--- src/rtl/implicit_list_first_fit_allocator_core_assert.svh ---
// Assertion macros for the implicit-list first-fit allocator core.
// Each macro expects a clock named clk and an active-low reset named rst_n in scope.
`ifndef IMPLICIT_LIST_FIRST_FIT_ALLOCATOR_CORE_ASSERT_SVH
`define IMPLICIT_LIST_FIRST_FIT_ALLOCATOR_CORE_ASSERT_SVH

// The consequent must hold in the same cycle as the antecedent.
`define ILFFA_ASSERT_SAME(label, ante, cons, msg) \
  label: assert property (@(posedge clk) disable iff (!rst_n) (ante) |-> (cons)) \
    else $error(msg);

// The consequent must hold in the cycle after the antecedent.
`define ILFFA_ASSERT_NEXT(label, ante, cons, msg) \
  label: assert property (@(posedge clk) disable iff (!rst_n) (ante) |=> (cons)) \
    else $error(msg);

`endif

--- src/rtl/ilffa_pkg.sv ---
// Shared types, constants and the microcode table of the allocator core.
// No dependencies; every other RTL file but ilffa_ram imports this package.
`default_nettype none

package ilffa_pkg;

  // Field widths and fixed constants.
  localparam int GRANULE_BYTES     = 8;
  localparam int HEAP_GRANULES_DEF = 4096;
  localparam int REQ_W             = 15;
  localparam int ADDR_W            = 15;
  localparam int NEED_W            = 13;
  localparam int TOP_W             = 16;
  localparam int LIMIT_W           = 16;
  localparam int SUM_W             = 20;
  localparam int CFG_AW            = 3;
  localparam int CFG_DW            = 32;

  localparam logic [TOP_W-1:0]   HEAP_TOP_RST   = 16'd8;
  localparam logic [LIMIT_W-1:0] HEAP_LIMIT_RST = 16'd32768;

  // Register word index (paddr bit 2).
  localparam logic REG_HEAP_LIMIT = 1'b0;

  typedef enum logic [1:0] {
    ST_ALLOC,
    ST_OOM,
    ST_FREED,
    ST_IGNORED
  } status_t;

  // Microprogram step addresses.
  typedef enum logic [3:0] {
    UPC_INIT,
    UPC_IDLE,
    UPC_A_START,
    UPC_A_WALK,
    UPC_A_TAKE,
    UPC_A_SPLIT,
    UPC_A_EXT,
    UPC_A_EXT1,
    UPC_A_EXT2,
    UPC_A_OOM,
    UPC_F_CHECK,
    UPC_F_WALK,
    UPC_F_TEST,
    UPC_F_MERGE,
    UPC_F_IGN
  } upc_t;

  // Jump conditions tested by the sequencer.
  typedef enum logic [3:0] {
    C_NONE,
    C_NO_ACCEPT,
    C_ACC_FREE,
    C_G_AT_END,
    C_FIT,
    C_WALK_STOP,
    C_NO_SPLIT,
    C_OOM,
    C_BAD_ADDR,
    C_F_STOP0,
    C_LEN_ZERO,
    C_F_STOP,
    C_F_MISS
  } cond_t;

  typedef enum logic [2:0] {
    AS_ZERO,
    AS_G,
    AS_G_NEED,
    AS_END,
    AS_END_NEED,
    AS_WALK
  } addr_sel_t;

  typedef enum logic [2:0] {
    WD_NONE,
    WD_ENDMARK,
    WD_USED,
    WD_REMAIN,
    WD_MERGED
  } wdata_sel_t;

  typedef enum logic [1:0] {
    G_HOLD,
    G_CLEAR,
    G_ADV
  } g_op_t;

  typedef enum logic [2:0] {
    EM_NONE,
    EM_ALLOC_G,
    EM_ALLOC_END,
    EM_OOM,
    EM_FREED,
    EM_IGNORED
  } emit_t;

  // One control word of the microprogram.
  typedef struct packed {
    logic       take;
    logic       rd;
    addr_sel_t  asel;
    wdata_sel_t wsel;
    g_op_t      gop;
    logic       hdr_ld;
    logic       top_ld;
    emit_t      emit;
    cond_t      cond_a;
    upc_t       tgt_a;
    cond_t      cond_b;
    upc_t       tgt_b;
    upc_t       nxt;
  } ucw_t;

  // Status flags from the datapath, one per jump condition.
  typedef struct packed {
    logic no_accept;
    logic acc_free;
    logic g_at_end;
    logic fit;
    logic walk_stop;
    logic no_split;
    logic oom;
    logic bad_addr;
    logic f_stop0;
    logic len_zero;
    logic f_stop;
    logic f_miss;
  } flags_t;

  localparam ucw_t UCW_NOP = '{
    take: 1'b0, rd: 1'b0, asel: AS_ZERO, wsel: WD_NONE, gop: G_HOLD,
    hdr_ld: 1'b0, top_ld: 1'b0, emit: EM_NONE,
    cond_a: C_NONE, tgt_a: UPC_IDLE, cond_b: C_NONE, tgt_b: UPC_IDLE,
    nxt: UPC_IDLE
  };

  // The microprogram. Jump A has priority over jump B, then nxt.
  function automatic ucw_t ucode_word(upc_t pc);
    ucw_t w;
    w = UCW_NOP;
    unique case (pc)
      // Write the end marker into granule 0 once after reset.
      UPC_INIT: begin
        w.wsel = WD_ENDMARK;
      end
      // Wait for a request and dispatch on the operation.
      UPC_IDLE: begin
        w.take   = 1'b1;
        w.gop    = G_CLEAR;
        w.cond_a = C_NO_ACCEPT;
        w.tgt_a  = UPC_IDLE;
        w.cond_b = C_ACC_FREE;
        w.tgt_b  = UPC_F_CHECK;
        w.nxt    = UPC_A_START;
      end
      UPC_A_START: begin
        w.rd     = 1'b1;
        w.asel   = AS_G;
        w.cond_a = C_G_AT_END;
        w.tgt_a  = UPC_A_EXT;
        w.nxt    = UPC_A_WALK;
      end
      // One header per cycle; the next header read is issued speculatively.
      UPC_A_WALK: begin
        w.rd     = 1'b1;
        w.asel   = AS_WALK;
        w.hdr_ld = 1'b1;
        w.gop    = G_ADV;
        w.cond_a = C_FIT;
        w.tgt_a  = UPC_A_TAKE;
        w.cond_b = C_WALK_STOP;
        w.tgt_b  = UPC_A_EXT;
        w.nxt    = UPC_A_WALK;
      end
      UPC_A_TAKE: begin
        w.asel   = AS_G;
        w.wsel   = WD_USED;
        w.emit   = EM_ALLOC_G;
        w.cond_a = C_NO_SPLIT;
        w.tgt_a  = UPC_IDLE;
        w.nxt    = UPC_A_SPLIT;
      end
      UPC_A_SPLIT: begin
        w.asel = AS_G_NEED;
        w.wsel = WD_REMAIN;
      end
      UPC_A_EXT: begin
        w.cond_a = C_OOM;
        w.tgt_a  = UPC_A_OOM;
        w.nxt    = UPC_A_EXT1;
      end
      UPC_A_EXT1: begin
        w.asel = AS_END;
        w.wsel = WD_USED;
        w.emit = EM_ALLOC_END;
        w.nxt  = UPC_A_EXT2;
      end
      UPC_A_EXT2: begin
        w.asel   = AS_END_NEED;
        w.wsel   = WD_ENDMARK;
        w.top_ld = 1'b1;
      end
      UPC_A_OOM: begin
        w.emit = EM_OOM;
      end
      UPC_F_CHECK: begin
        w.rd     = 1'b1;
        w.asel   = AS_G;
        w.cond_a = C_BAD_ADDR;
        w.tgt_a  = UPC_F_IGN;
        w.cond_b = C_F_STOP0;
        w.tgt_b  = UPC_F_TEST;
        w.nxt    = UPC_F_WALK;
      end
      UPC_F_WALK: begin
        w.rd     = 1'b1;
        w.asel   = AS_WALK;
        w.gop    = G_ADV;
        w.cond_a = C_LEN_ZERO;
        w.tgt_a  = UPC_F_TEST;
        w.cond_b = C_F_STOP;
        w.tgt_b  = UPC_F_TEST;
        w.nxt    = UPC_F_WALK;
      end
      // Header of the target is on the read port; fetch its successor.
      UPC_F_TEST: begin
        w.rd     = 1'b1;
        w.asel   = AS_WALK;
        w.hdr_ld = 1'b1;
        w.cond_a = C_F_MISS;
        w.tgt_a  = UPC_F_IGN;
        w.nxt    = UPC_F_MERGE;
      end
      UPC_F_MERGE: begin
        w.asel = AS_G;
        w.wsel = WD_MERGED;
        w.emit = EM_FREED;
      end
      UPC_F_IGN: begin
        w.emit = EM_IGNORED;
      end
      default: w = UCW_NOP;
    endcase
    return w;
  endfunction

endpackage

`default_nettype wire

--- src/rtl/ilffa_seq.sv ---
// Microcode sequencer: step counter, control word lookup and branching.
// Depends on ilffa_pkg for the control word, conditions and the microprogram.
`default_nettype none

module ilffa_seq import ilffa_pkg::*; (
  input  logic   clk,
  input  logic   rst_n,
  input  flags_t flags,
  input  logic   stall,
  output ucw_t   ctl,
  output logic   jump_a
);

  upc_t pc_r;
  upc_t pc_nxt;
  logic jump_b;

  // Select the flag that a condition code names.
  function automatic logic cond_hit(cond_t c, flags_t f);
    logic hit;
    case (c)
      C_NO_ACCEPT: hit = f.no_accept;
      C_ACC_FREE:  hit = f.acc_free;
      C_G_AT_END:  hit = f.g_at_end;
      C_FIT:       hit = f.fit;
      C_WALK_STOP: hit = f.walk_stop;
      C_NO_SPLIT:  hit = f.no_split;
      C_OOM:       hit = f.oom;
      C_BAD_ADDR:  hit = f.bad_addr;
      C_F_STOP0:   hit = f.f_stop0;
      C_LEN_ZERO:  hit = f.len_zero;
      C_F_STOP:    hit = f.f_stop;
      C_F_MISS:    hit = f.f_miss;
      default:     hit = 1'b0;
    endcase
    return hit;
  endfunction

  assign ctl = ucode_word(pc_r);

  // Next step: hold on a stall, else jump A, jump B or fall through.
  always_comb begin
    jump_a = cond_hit(ctl.cond_a, flags);
    jump_b = cond_hit(ctl.cond_b, flags);
    if (stall) begin
      pc_nxt = pc_r;
    end else if (jump_a) begin
      pc_nxt = ctl.tgt_a;
    end else if (jump_b) begin
      pc_nxt = ctl.tgt_b;
    end else begin
      pc_nxt = ctl.nxt;
    end
  end

  always_ff @(posedge clk) begin
    if (!rst_n) begin
      pc_r <= UPC_INIT;
    end else begin
      pc_r <= pc_nxt;
    end
  end

endmodule

`default_nettype wire

--- config.mk ---
export PLATFORM = sky130hd
export DESIGN_NAME = ilffa_seq
export DESIGN_NICKNAME = d
export VERILOG_FILES = /design/src/rtl/implicit_list_first_fit_allocator_core_assert.svh /design/src/rtl/ilffa_pkg.sv /design/src/rtl/ilffa_seq.sv
export SDC_FILE = /design/constraint.sdc
export NUM_CORES = 1
export LEC_CHECK = 0
export BUFFER_PORTS_ARGS = -buffer_cell sky130_fd_sc_hd__clkbuf_2
export CAP_MARGIN = 20
export CORE_AREA = 2 2 45 51
export CTS_BUF_LIST = sky130_fd_sc_hd__clkbuf_4
export DETAILED_ROUTE_END_ITERATION = 6
export DIE_AREA = 0 0 47 53
export GPL_ROUTABILITY_DRIVEN = 0
export PLACE_DENSITY = 0.86
export SLEW_MARGIN = 25
export SYNTH_ARGS = -nofsm -noshare
export SYNTH_HDL_FRONTEND = slang
export SYNTH_SLANG_ARGS = --single-unit
--- constraint.sdc ---
create_clock -name clk -period 2.3 [get_ports clk]
set_clock_uncertainty 0.2 [all_clocks]
set_input_delay 0.46 -clock clk [delete_from_list [all_inputs] [get_ports clk]]
set_output_delay 0.46 -clock clk [all_outputs]
set_load 0.1 [all_outputs]
==> results of run 1 <==
[cells by family after synthesis]
| kind of cell | share of synthesized area, % |
|---|---|
| AND/OR/NAND/NOR | 43.3 |
| AO/OA/AOI/OAI | 30.4 |
| buffers and inverters | 11.3 |
| flip-flops | 9.62 |
| multiplexers | 4.36 |
| XOR/XNOR | 1.05 |
[through the flow]
step / utilization (%) / instance area, um^2 / TNS, ps / worst slack, ps / hold WS (ps)
floorplan: - / 1040 / -1580 / -376 / 391
global placement: 94.7 / 1850 / 0 / 38.6 / 538
detailed placement: 94.7 / 1850 / -116 / -75.9 / 576
==> metrics.cfg, run 1 <==
[outcome]
status = stopped before the end
haltStage = clock tree synthesis (4_1_cts)
tool.error = [ERROR DPL-0033] detailed placement checks failed during check placement.

[cts]
clockBufferDepth = 2
htreeDepth = 1
cts_setup_buffers = 0
root_buffer = clkbuf_4
cts_buffers = 3
hold_buffers = 0
ctsResizeCount = 12
cts_num_sinks = 4

[synthesis]
synth_top_area_share_pct = 9.62
synthFlopType = dfxtp_1
syn_inst = 118
synth_area_leaders = dfxtp_1 9.6%, nand2_1 6.3%, nand2b_1 6.0%
synthArstFlopShare_pct = 0
ys_types = 45
ys_seq_area_share_pct = 9.62
ys_warn_count = 0
synth_area_leader_cell = dfxtp_1
synth_edf_count = 0
yosysMostFrequentCell = nand2_1
synth_nets = 133
postSynthAreaPerCell_um2 = 7.05
syn_area_um2 = 832
synthTopCellsByCount = 14 x nand2_1, 9 x o21ai_0, 8 x nand2b_1, 8 x nor2_1, 7 x a21oi_1
yosys_register_bits = 4

[placed_design]
dp.cells = 195
io_buffers = 50
dp_hpwl_um = 3230

[floorplanning]
initial_core_util_pct = 42.5
die_x_um = 47
rows = 17
die_y_um = 53
ios = 51

==> run 2, diff against run 1 <==
--- a/config.mk
+++ b/config.mk
@@ -7,12 +7,11 @@
 export LEC_CHECK = 0
 export BUFFER_PORTS_ARGS = -buffer_cell sky130_fd_sc_hd__clkbuf_2
 export CAP_MARGIN = 20
-export CORE_AREA = 2 2 45 51
-export CTS_BUF_LIST = sky130_fd_sc_hd__clkbuf_4
+export CORE_AREA = 2 2 63 65
 export DETAILED_ROUTE_END_ITERATION = 6
-export DIE_AREA = 0 0 47 53
+export DIE_AREA = 0 0 65 67
 export GPL_ROUTABILITY_DRIVEN = 0
-export PLACE_DENSITY = 0.86
+export PLACE_DENSITY_LB_ADDON = 0.15
 export SLEW_MARGIN = 25
 export SYNTH_ARGS = -nofsm -noshare
 export SYNTH_HDL_FRONTEND = slang
==> metrics.cfg, run 2 <==
[cts]
htreeDepth = 1  ; unchanged
cts_buffers = 3  ; unchanged
cts.clk_slew.worst_paths_ps = 30
cts_tree = yes
clockBufferDepth = 2  ; unchanged
root_buffer = clkbuf_8
clk_latency_ps = 220
cts_num_sinks = 4  ; unchanged

[synthesis]
syn_inst = 118  ; unchanged
synthFlopType = dfxtp_1
synthArstFlopShare_pct = 0  ; unchanged
yosysMostFrequentCell = nand2_1
synthTopCellsByCount = 14 x nand2_1, 9 x o21ai_0, 8 x nand2b_1, 8 x nor2_1, 7 x a21oi_1
ys_seq_area_share_pct = 9.62  ; unchanged
synth_nets = 133  ; unchanged
synth_area_leader_cell = dfxtp_1
synth_top_area_share_pct = 9.62  ; unchanged
postSynthAreaPerCell_um2 = 7.05  ; unchanged
ys_types = 45  ; unchanged
synth_area_leaders = dfxtp_1 9.6%, nand2_1 6.3%, nand2b_1 6.0%
yosys_register_bits = 4  ; unchanged
syn_area_um2 = 832  ; unchanged
ys_warn_count = 0  ; unchanged
synth_edf_count = 0  ; unchanged

[critical_path]
cp_num_buf_inv = 4
crit_arrival_ps = 1580
worst_path_dominant_cell_family = buffers and inverters
crit_top_cell = buf_4
critPathKind = reg -> out
worst_path_max_delay_cell = dfxtp_1
cp-end-kind = primary output
critPathLaunch = pc_r[3]$_SDFFE_PN0N_
critPathLaunchType = register
r2r-start = pc_r[3]$_SDFFE_PN0N_
crit_chain = buf_4, buf_4, nand2b_4, buf_4, o22ai_4, buf_12
worstPathRequired_ps = 1640
critPathMaxFanout = 8
critPathMaxStageDelay_ps = 310

[floorplanning]
dieArea_mm2 = 0.00436
initial_core_util_pct = 23.1  ; -19 points
rows = 22  ; +5
die_y_um = 67  ; +26%
die_x_um = 65  ; +38%
core_mm2 = 0.00361
ios = 51  ; unchanged

[grt]
grt_pass1_vias = 1087
overflow = 0
grt_pass1_wl_um = 5160
grt_max_degree = 21
grt_usage_pct = 14.6
antenna_found_initial = 0

[cells_and_area]
top_register = pc_r
reg_top3 = pc_r: 4 flops
drive_above_1_share_pct = 65.5
fillers = 305
final_common_cell = buf_12
n_antenna_cell = 0
largest_reg_flops = 4
nets = 191
area_delta_synth_final_pct = 141
layout_common_cells = 38 x buf_12, 14 x clkbuf_2, 12 x buf_4, 10 x nand2_1, 8 x nand2b_1

[detailed_routing]
drt_iter0_markers = 23
wl_met2_um = 1600
via_per_inst = 4.83
routedWlPerCell_um = 13.6
drc = 0
highest_layer = met4
finalWirelength_um = 3020
dr.pass1.iters = 4
num_vias = 1072
route.met3.wl_um = 187
drtAntennaViolNets = 0
drt-met1-wl_um = 1200

[sta]
hold_viol_final = 0
rsz0062_at_grt = no
drv_slew = 0
worstMarginPinSlew_ps = 349
min_period_over_period_pct = 97.3
finalCriticalPeriod_ps = 2240
finalWorstSetupSlack_ps = 61.8
fmax_mhz = 447
slew_headroom_pct = 76.7
timing.hold.ws_ps = 322
setup_violations = 0

[placed_design]
preCtsSetupSlack_ps = 80.9  ; +157 ps
dp_hpwl_um = 2480  ; -23%
io_buffers = 50  ; unchanged

[pwr]
leakage_nw = 0.824
power.density_mw_per_mm2 = 521
total_power_w = 0.00104
ir_drop_uv = 294

[flow_run]
drv_cap = 0

[outcome]
status = completed

[worst_hold_path]
min-delay-start = rst_n
hp-class = in -> reg

## run 2: cell counts after synthesis
Identical to the previous run, type by type.
## run 2: metal layers
| layer | vias up | global-route usage, % |
|---|---|---|
| met5 | - | 0 |
| met4 | 0 | 3.19 |
| met3 | 2 | 1.52 |
| met2 | 34 | 27.4 |
| met1 | 505 | 17.8 |
| li1 | 531 | - |
## run 2: path summary, 6_finish.rpt
path,cells after the start,endpoint,slack [ps]
worst max-delay path,6,ctl[7],60
worst min-delay path,2,pc_r[3]$_SDFFE_PN0N_,320
worst max register to register,7,pc_r[3]$_SDFFE_PN0N_,380
worst min register to register,3,pc_r[1]$_SDFFE_PN0N_,540
## run 2: kinds of logic (layout without fill, tap and decap cells)
group / after synthesis / after routing / share of synthesized area [%]
xor+xnor: 1 / 1 / 1.05
buf+inv: 17 / 73 / 11.3
flops: 4 / 4 / 9.62
simple gates: 61 / 61 / 43.3
compound gates: 32 / 32 / 30.4
mux: 3 / 3 / 4.36
## run 2: worst reg2reg max path, cell delays in order, from the launching register on
cell      delay, ps
dfxtp_1         340
buf_4           170
buf_4           180
nand2b_4        190
inv_2            80
a221oi_2        260
a311oi_1         90
o311a_1         300
## run 2: layout make-up
class	instances	area (um^2)	area share (%)
clock buffer	3	41.3	2.06
timing repair buffer	64	921	46.0
sequential	4	88.8	4.43
multi-input combinational	97	862	43.0
inverter	6	30.0	1.50
tap	48	60.1	3.00
## run 2: stage by stage
stage | setup TNS (ps) | instance area, um^2 | utilization, % | cells
global placement | 0 | 1920 | 53.2 | 217
CTS | 0 | 1970 | 54.5 | 220
finish | 0 | 2000 | 55.6 | 222
detailed placement | 0 | 1920 | 53.2 | 217
global route | 0 | 2000 | 55.6 | 222
floorplan | -1580 | 1040 | - | 118
## run 2: repair_timing
item / 4_1_cts / 5_1_grt
setup endpoints to repair: 16 / 10
gates resized for setup: 4 / 7
setup buffers: 0 / 2
hold buffers: 0 / 0
## run 2: report_power, final
part	leakage (nW)	internal, W	switching [W]
logic	0.768	0.000293	0.000517
registers	0.0346	0.0000750	0.0000119
clock network	0.0216	0.000111	0.0000348
Power figures use the tool's default switching activity.
==> run 3, diff against run 2 <==
==> constraint.sdc (replaced) <==
create_clock -name clk -period 2.4 [get_ports clk]
set_clock_uncertainty 0.2 [all_clocks]
set_input_delay 0.48 -clock clk [delete_from_list [all_inputs] [get_ports clk]]
set_output_delay 0.48 -clock clk [all_outputs]
set_load 0.1 [all_outputs]
==> metrics.cfg, run 3 (same netlist as run 2, synthesis figures left out) <==
[critical_path]
critPathKind = reg -> out
critPathLaunchType = register
worstPathRequired_ps = 1720  ; +80 ps
crit_arrival_ps = 1640  ; +60 ps
critPathMaxFanout = 18  ; +10
cp-end-kind = primary output
r2r-start = pc_r[3]$_SDFFE_PN0N_
reg2reg_slack_ps = 460  ; +80 ps
critPathLaunch = pc_r[2]$_SDFFE_PN0N_

[detailed_routing]
drtAntennaViolNets = 0  ; unchanged
routedWlPerCell_um = 13.3  ; -2.1%
drc = 0  ; unchanged
via_per_inst = 4.72  ; -2.2%
num_vias = 1030  ; -3.9%
drt_iter0_markers = 21  ; -8.7%
finalWirelength_um = 2900  ; -3.8%
dr.pass1.iters = 4  ; unchanged

[grt]
overflow = 0  ; unchanged
grt_pass1_wl_um = 4980  ; -3.5%
grt_max_degree = 19  ; -9.5%
grt_pass1_vias = 1034  ; -4.9%
antenna_found_initial = 0  ; unchanged
grt_usage_pct = 14.3  ; -0.31 points

[floorplanning]
rows = 22  ; unchanged
ios = 51  ; unchanged
die_x_um = 65  ; unchanged
initial_core_util_pct = 23.1  ; unchanged
core_mm2 = 0.00361  ; unchanged
die_y_um = 67  ; unchanged
dieArea_mm2 = 0.00436  ; unchanged

[sta]
worstMarginPinSlew_ps = 343  ; -5.93 ps
fmax_mhz = 431
hold_viol_final = 0  ; unchanged
drv_slew = 0  ; unchanged
min_period_over_period_pct = 96.6
finalCriticalPeriod_ps = 2320
slew_headroom_pct = 77.1  ; +0.40 points
rsz0062_at_grt = no
finalWorstSetupSlack_ps = 82.4  ; +20.6 ps
setup_violations = 0  ; unchanged

[cts]
cts_num_sinks = 4  ; unchanged
cts_buffers = 3  ; unchanged
htreeDepth = 1  ; unchanged
root_buffer = clkbuf_8
cts_tree = yes
cts.clk_slew.worst_paths_ps = 30  ; about the same
clk_latency_ps = 220  ; about the same
clockBufferDepth = 2  ; unchanged
hold_buffers = 0  ; unchanged

[cells_and_area]
fillers = 324  ; +6.2%
fin_cells = 218  ; -1.8%
reg_top3 = pc_r: 4 flops
nets = 187  ; -2.1%
area_delta_synth_final_pct = 132
finish.instance_area_mm2 = 0.00193  ; -3.7%
layout_common_cells = 36 x buf_12, 14 x clkbuf_2, 11 x nand2_1, 10 x buf_4, 7 x nand2b_1
drive_above_1_share_pct = 62.9  ; -2.6 points
n_antenna_cell = 0  ; unchanged
largest_reg_flops = 4  ; unchanged
top_register = pc_r
final_common_cell = buf_12

[outcome]
status = completed

[pwr]
power.density_mw_per_mm2 = 510  ; -2.2%
leakage_nw = 0.803  ; -2.6%
ir_drop_uv = 297  ; +0.98%
total_power_w = 0.000983  ; -5.8%

[worst_hold_path]
hp-class = in -> reg
min-delay-start = rst_n

[placed_design]
preCtsSetupSlack_ps = 150  ; +69.5 ps
dp.cells = 215  ; -0.92%
placed_area_mm2 = 0.00187  ; -2.5%
io_buffers = 50  ; unchanged
dp_hpwl_um = 2450  ; -1.4%

[flow_run]
drv_cap = 0  ; unchanged

==> run 3: changes by cell type in the layout (fill, tap and decap cells not counted), moves of 2 or more <==
cell     change
buf_12       -2
buf_4        -2
dfxtp_2      +2
nor2b_1      +2
==> run 3: metal layers <==
layer / routed length (um) / track usage (%) / vias up / part of all wire (%)
li1: - / - / 514 / -
met1: 1230 / 17.3 / 473 / 42
met2: 1460 / 25.9 / 39 / 50
met3: 178 / 2.70 / 4 / 6.1
met4: 36 / 3.46 / 0 / 1.2
met5: 0 / 0 / - / 0
==> run 3: worst paths after layout <==
kind / endpoint / cells past startpoint
setup / recovery: ctl[3] / 6
setup reg to reg: pc_r[3]$_SDFFE_PN0N_ / 6
hold reg to reg: pc_r[1]$_SDFFE_PN0N_ / 2
hold / removal: pc_r[3]$_SDFFE_PN0N_ / 2
==> run 3: final cells by class <==
class	count	area, um^2	area share (%)
Timing Repair Buffer	60	866	44.9
Clock buffer	3	41.3	2.14
Sequential cell	4	87.6	4.54
Multi-Input combinational cell	97	845	43.8
Inverter	6	30.0	1.56
Tap cell	48	60.1	3.11
==> run 3: where the power goes <==
group | switching [W] | total [W] | internal, W
clock | 0.0000354 | 0.000142 | 0.000107
combinational | 0.000481 | 0.000749 | 0.000268
sequential | 0.0000194 | 0.0000918 | 0.0000724
==> run 3: what timing repair did <==
action	in CTS	in global routing
resized for setup	5	3
hold endpoints to repair	0	0
setup endpoints to repair	12	4
setup buffers	0	0
==> run 3: through the flow <==
step	TNS (ps)	hold slack (ps)	util [%]
2_1_floorplan	-2120	411	-
3_3_place_gp	0	514	51.8
3_5_place_dp	0	523	51.8
4_1_cts	0	326	53.2
5_1_grt	0	352	53.5
6_report	0	331	53.5
==> run 3: critical path, cell delays in order (launching register included) <==
cell      delay, ps
dfxtp_4         470
nand2b_1        150
buf_4           140
o21ai_0          70
and2_2          230
a21o_4          190
buf_12          160
==> run 4, diff against run 3 <==
--- a/config.mk
+++ b/config.mk
@@ -11,7 +11,8 @@
 export DETAILED_ROUTE_END_ITERATION = 6
 export DIE_AREA = 0 0 65 67
 export GPL_ROUTABILITY_DRIVEN = 0
-export PLACE_DENSITY_LB_ADDON = 0.15
+export PLACE_DENSITY = 0.54
+export SKIP_LAST_GASP = 1
 export SLEW_MARGIN = 25
 export SYNTH_ARGS = -nofsm -noshare
 export SYNTH_HDL_FRONTEND = slang
==> metrics.cfg, run 4 (same netlist as run 2, synthesis figures left out) <==
[pwr]
power.density_mw_per_mm2 = 515  ; +1.1%
ir_drop_uv = 352  ; +19%
leakage_nw = 0.790  ; -1.6%

[sta]
timing.hold.ws_ps = 332  ; +0.850 ps
fmax_mhz = 434  ; +0.54%
min_period_over_period_pct = 96.0  ; -0.52 points
setup_violations = 0  ; unchanged
tns_ps = 0  ; unchanged
rsz0062_at_grt = no
finalCriticalPeriod_ps = 2310  ; -12.5 ps
worstMarginPinSlew_ps = 357  ; +14.0 ps
drv_slew = 0  ; unchanged
hold_viol_final = 0  ; unchanged
finalWorstSetupSlack_ps = 94.9  ; +12.5 ps
slew_headroom_pct = 76.2  ; -0.93 points

[worst_hold_path]
hp-class = in -> reg
hold_path_depth = 2  ; unchanged

[cts]
clk_latency_ps = 220  ; about the same
cts_tree = yes
cts_num_sinks = 4  ; unchanged
cts_setup_buffers = 0  ; unchanged
cts_buffers = 3  ; unchanged
root_buffer = clkbuf_8
cts.clk_slew.worst_paths_ps = 30  ; about the same
clockBufferDepth = 2  ; unchanged
htreeDepth = 1  ; unchanged

[cells_and_area]
area_delta_synth_final_pct = 130
reg_top3 = pc_r: 4 flops
fin_util_pct = 53.1  ; -0.38 points
top_register = pc_r
largest_reg_flops = 4  ; unchanged
n_antenna_cell = 0  ; unchanged
drive_above_1_share_pct = 61.7  ; -1.3 points
final_common_cell = buf_12
nets = 184  ; -1.6%
layout_common_cells = 37 x buf_12, 14 x clkbuf_2, 12 x nand2_1, 7 x nand2b_1

[floorplanning]
core_mm2 = 0.00361  ; unchanged
initial_core_util_pct = 23.1  ; unchanged
rows = 22  ; unchanged
ios = 51  ; unchanged
die_x_um = 65  ; unchanged
dieArea_mm2 = 0.00436  ; unchanged
die_y_um = 67  ; unchanged

[critical_path]
worstPathRequired_ps = 1720  ; about the same
crit_arrival_ps = 1630  ; about the same
critPathMaxFanout = 17  ; -1
critPathLaunchType = register
cp-end-kind = primary output
critPathKind = reg -> out
reg2reg_depth = 7  ; +1

[detailed_routing]
drt_iter0_markers = 48  ; +130%
drtAntennaViolNets = 0  ; unchanged
routedWlPerCell_um = 14.0  ; +5.0%
num_vias = 1059  ; +2.8%
finalWirelength_um = 3010  ; +3.6%
via_per_inst = 4.93  ; +4.3%
dr.pass1.iters = 4  ; unchanged
drc = 0  ; unchanged

[placed_design]
dp_hpwl_um = 2480  ; +1.5%
preCtsSetupSlack_ps = 190  ; +39.7 ps
io_buffers = 50  ; unchanged

[outcome]
status = completed

[grt]
grt_pass1_vias = 1063  ; +2.8%
grt_max_degree = 23  ; +4
overflow = 0  ; unchanged
antenna_found_initial = 0  ; unchanged
grt_usage_pct = 14.6  ; +0.24 points
grt_pass1_wl_um = 4970  ; -0.26%

[flow_run]
drv_cap = 0  ; unchanged

-- run 4: final cells by class --
type	instances	area, um^2
Sequential cell	4	87.6
Fill cell	337	1690
Clock buffer	3	41.3
Tap cell	48	60.1
Inverter	6	30.0
Multi-Input combinational cell	97	837
Timing Repair Buffer	57	860
-- run 4: final timing paths --
path                         from                    to  slack (ps)
max reg2reg  pc_r[0]$_SDFFE_PN0N_  pc_r[3]$_SDFFE_PN0N_         460
min reg2reg  pc_r[1]$_SDFFE_PN0N_  pc_r[1]$_SDFFE_PN0N_         360
max          pc_r[2]$_SDFFE_PN0N_                ctl[3]          90
min                         rst_n  pc_r[3]$_SDFFE_PN0N_         330
-- run 4: repair_timing --
action	in CTS	in global routing
hold buffers	0	0
endpoints found under the setup margin	4	16
resized for setup	2	6
-- run 4: worst max-delay path, stage by stage (launching register included) --
cell and delay, ps:
dfxtp_4 390, buf_6 160, nand2b_2 190, o21ai_1 80
and2_2 220, a21o_4 190, buf_12 160
-- run 4: metal layers --
| layer | global-route usage [%] | vias to the layer above | routed length, um |
|---|---|---|---|
| li1 | - | 511 | - |
| met1 | 16.9 | 495 | 1180 |
| met2 | 26.8 | 47 | 1550 |
| met3 | 3.04 | 6 | 242 |
| met4 | 3.99 | 0 | 30 |
| met5 | 0 | - | 0 |
-- run 4: through the flow --
stage                     power, W  instance area, um^2  instances
after floorplan           0.000593                 1020        118
after global placement    0.000837                 1860        212
after detailed placement  0.000842                 1860        212
after CTS                 0.000994                 1900        215
after global routing       0.00103                 1920        215
final                     0.000987                 1920        215
-- run 4: where the power goes --
group	switching [W]	internal (W)	total [W]
Clock	0.0000380	0.000107	0.000145
Combinational	0.000488	0.000268	0.000756
Sequential	0.0000137	0.0000724	0.0000861
Total	0.000540	0.000447	0.000987
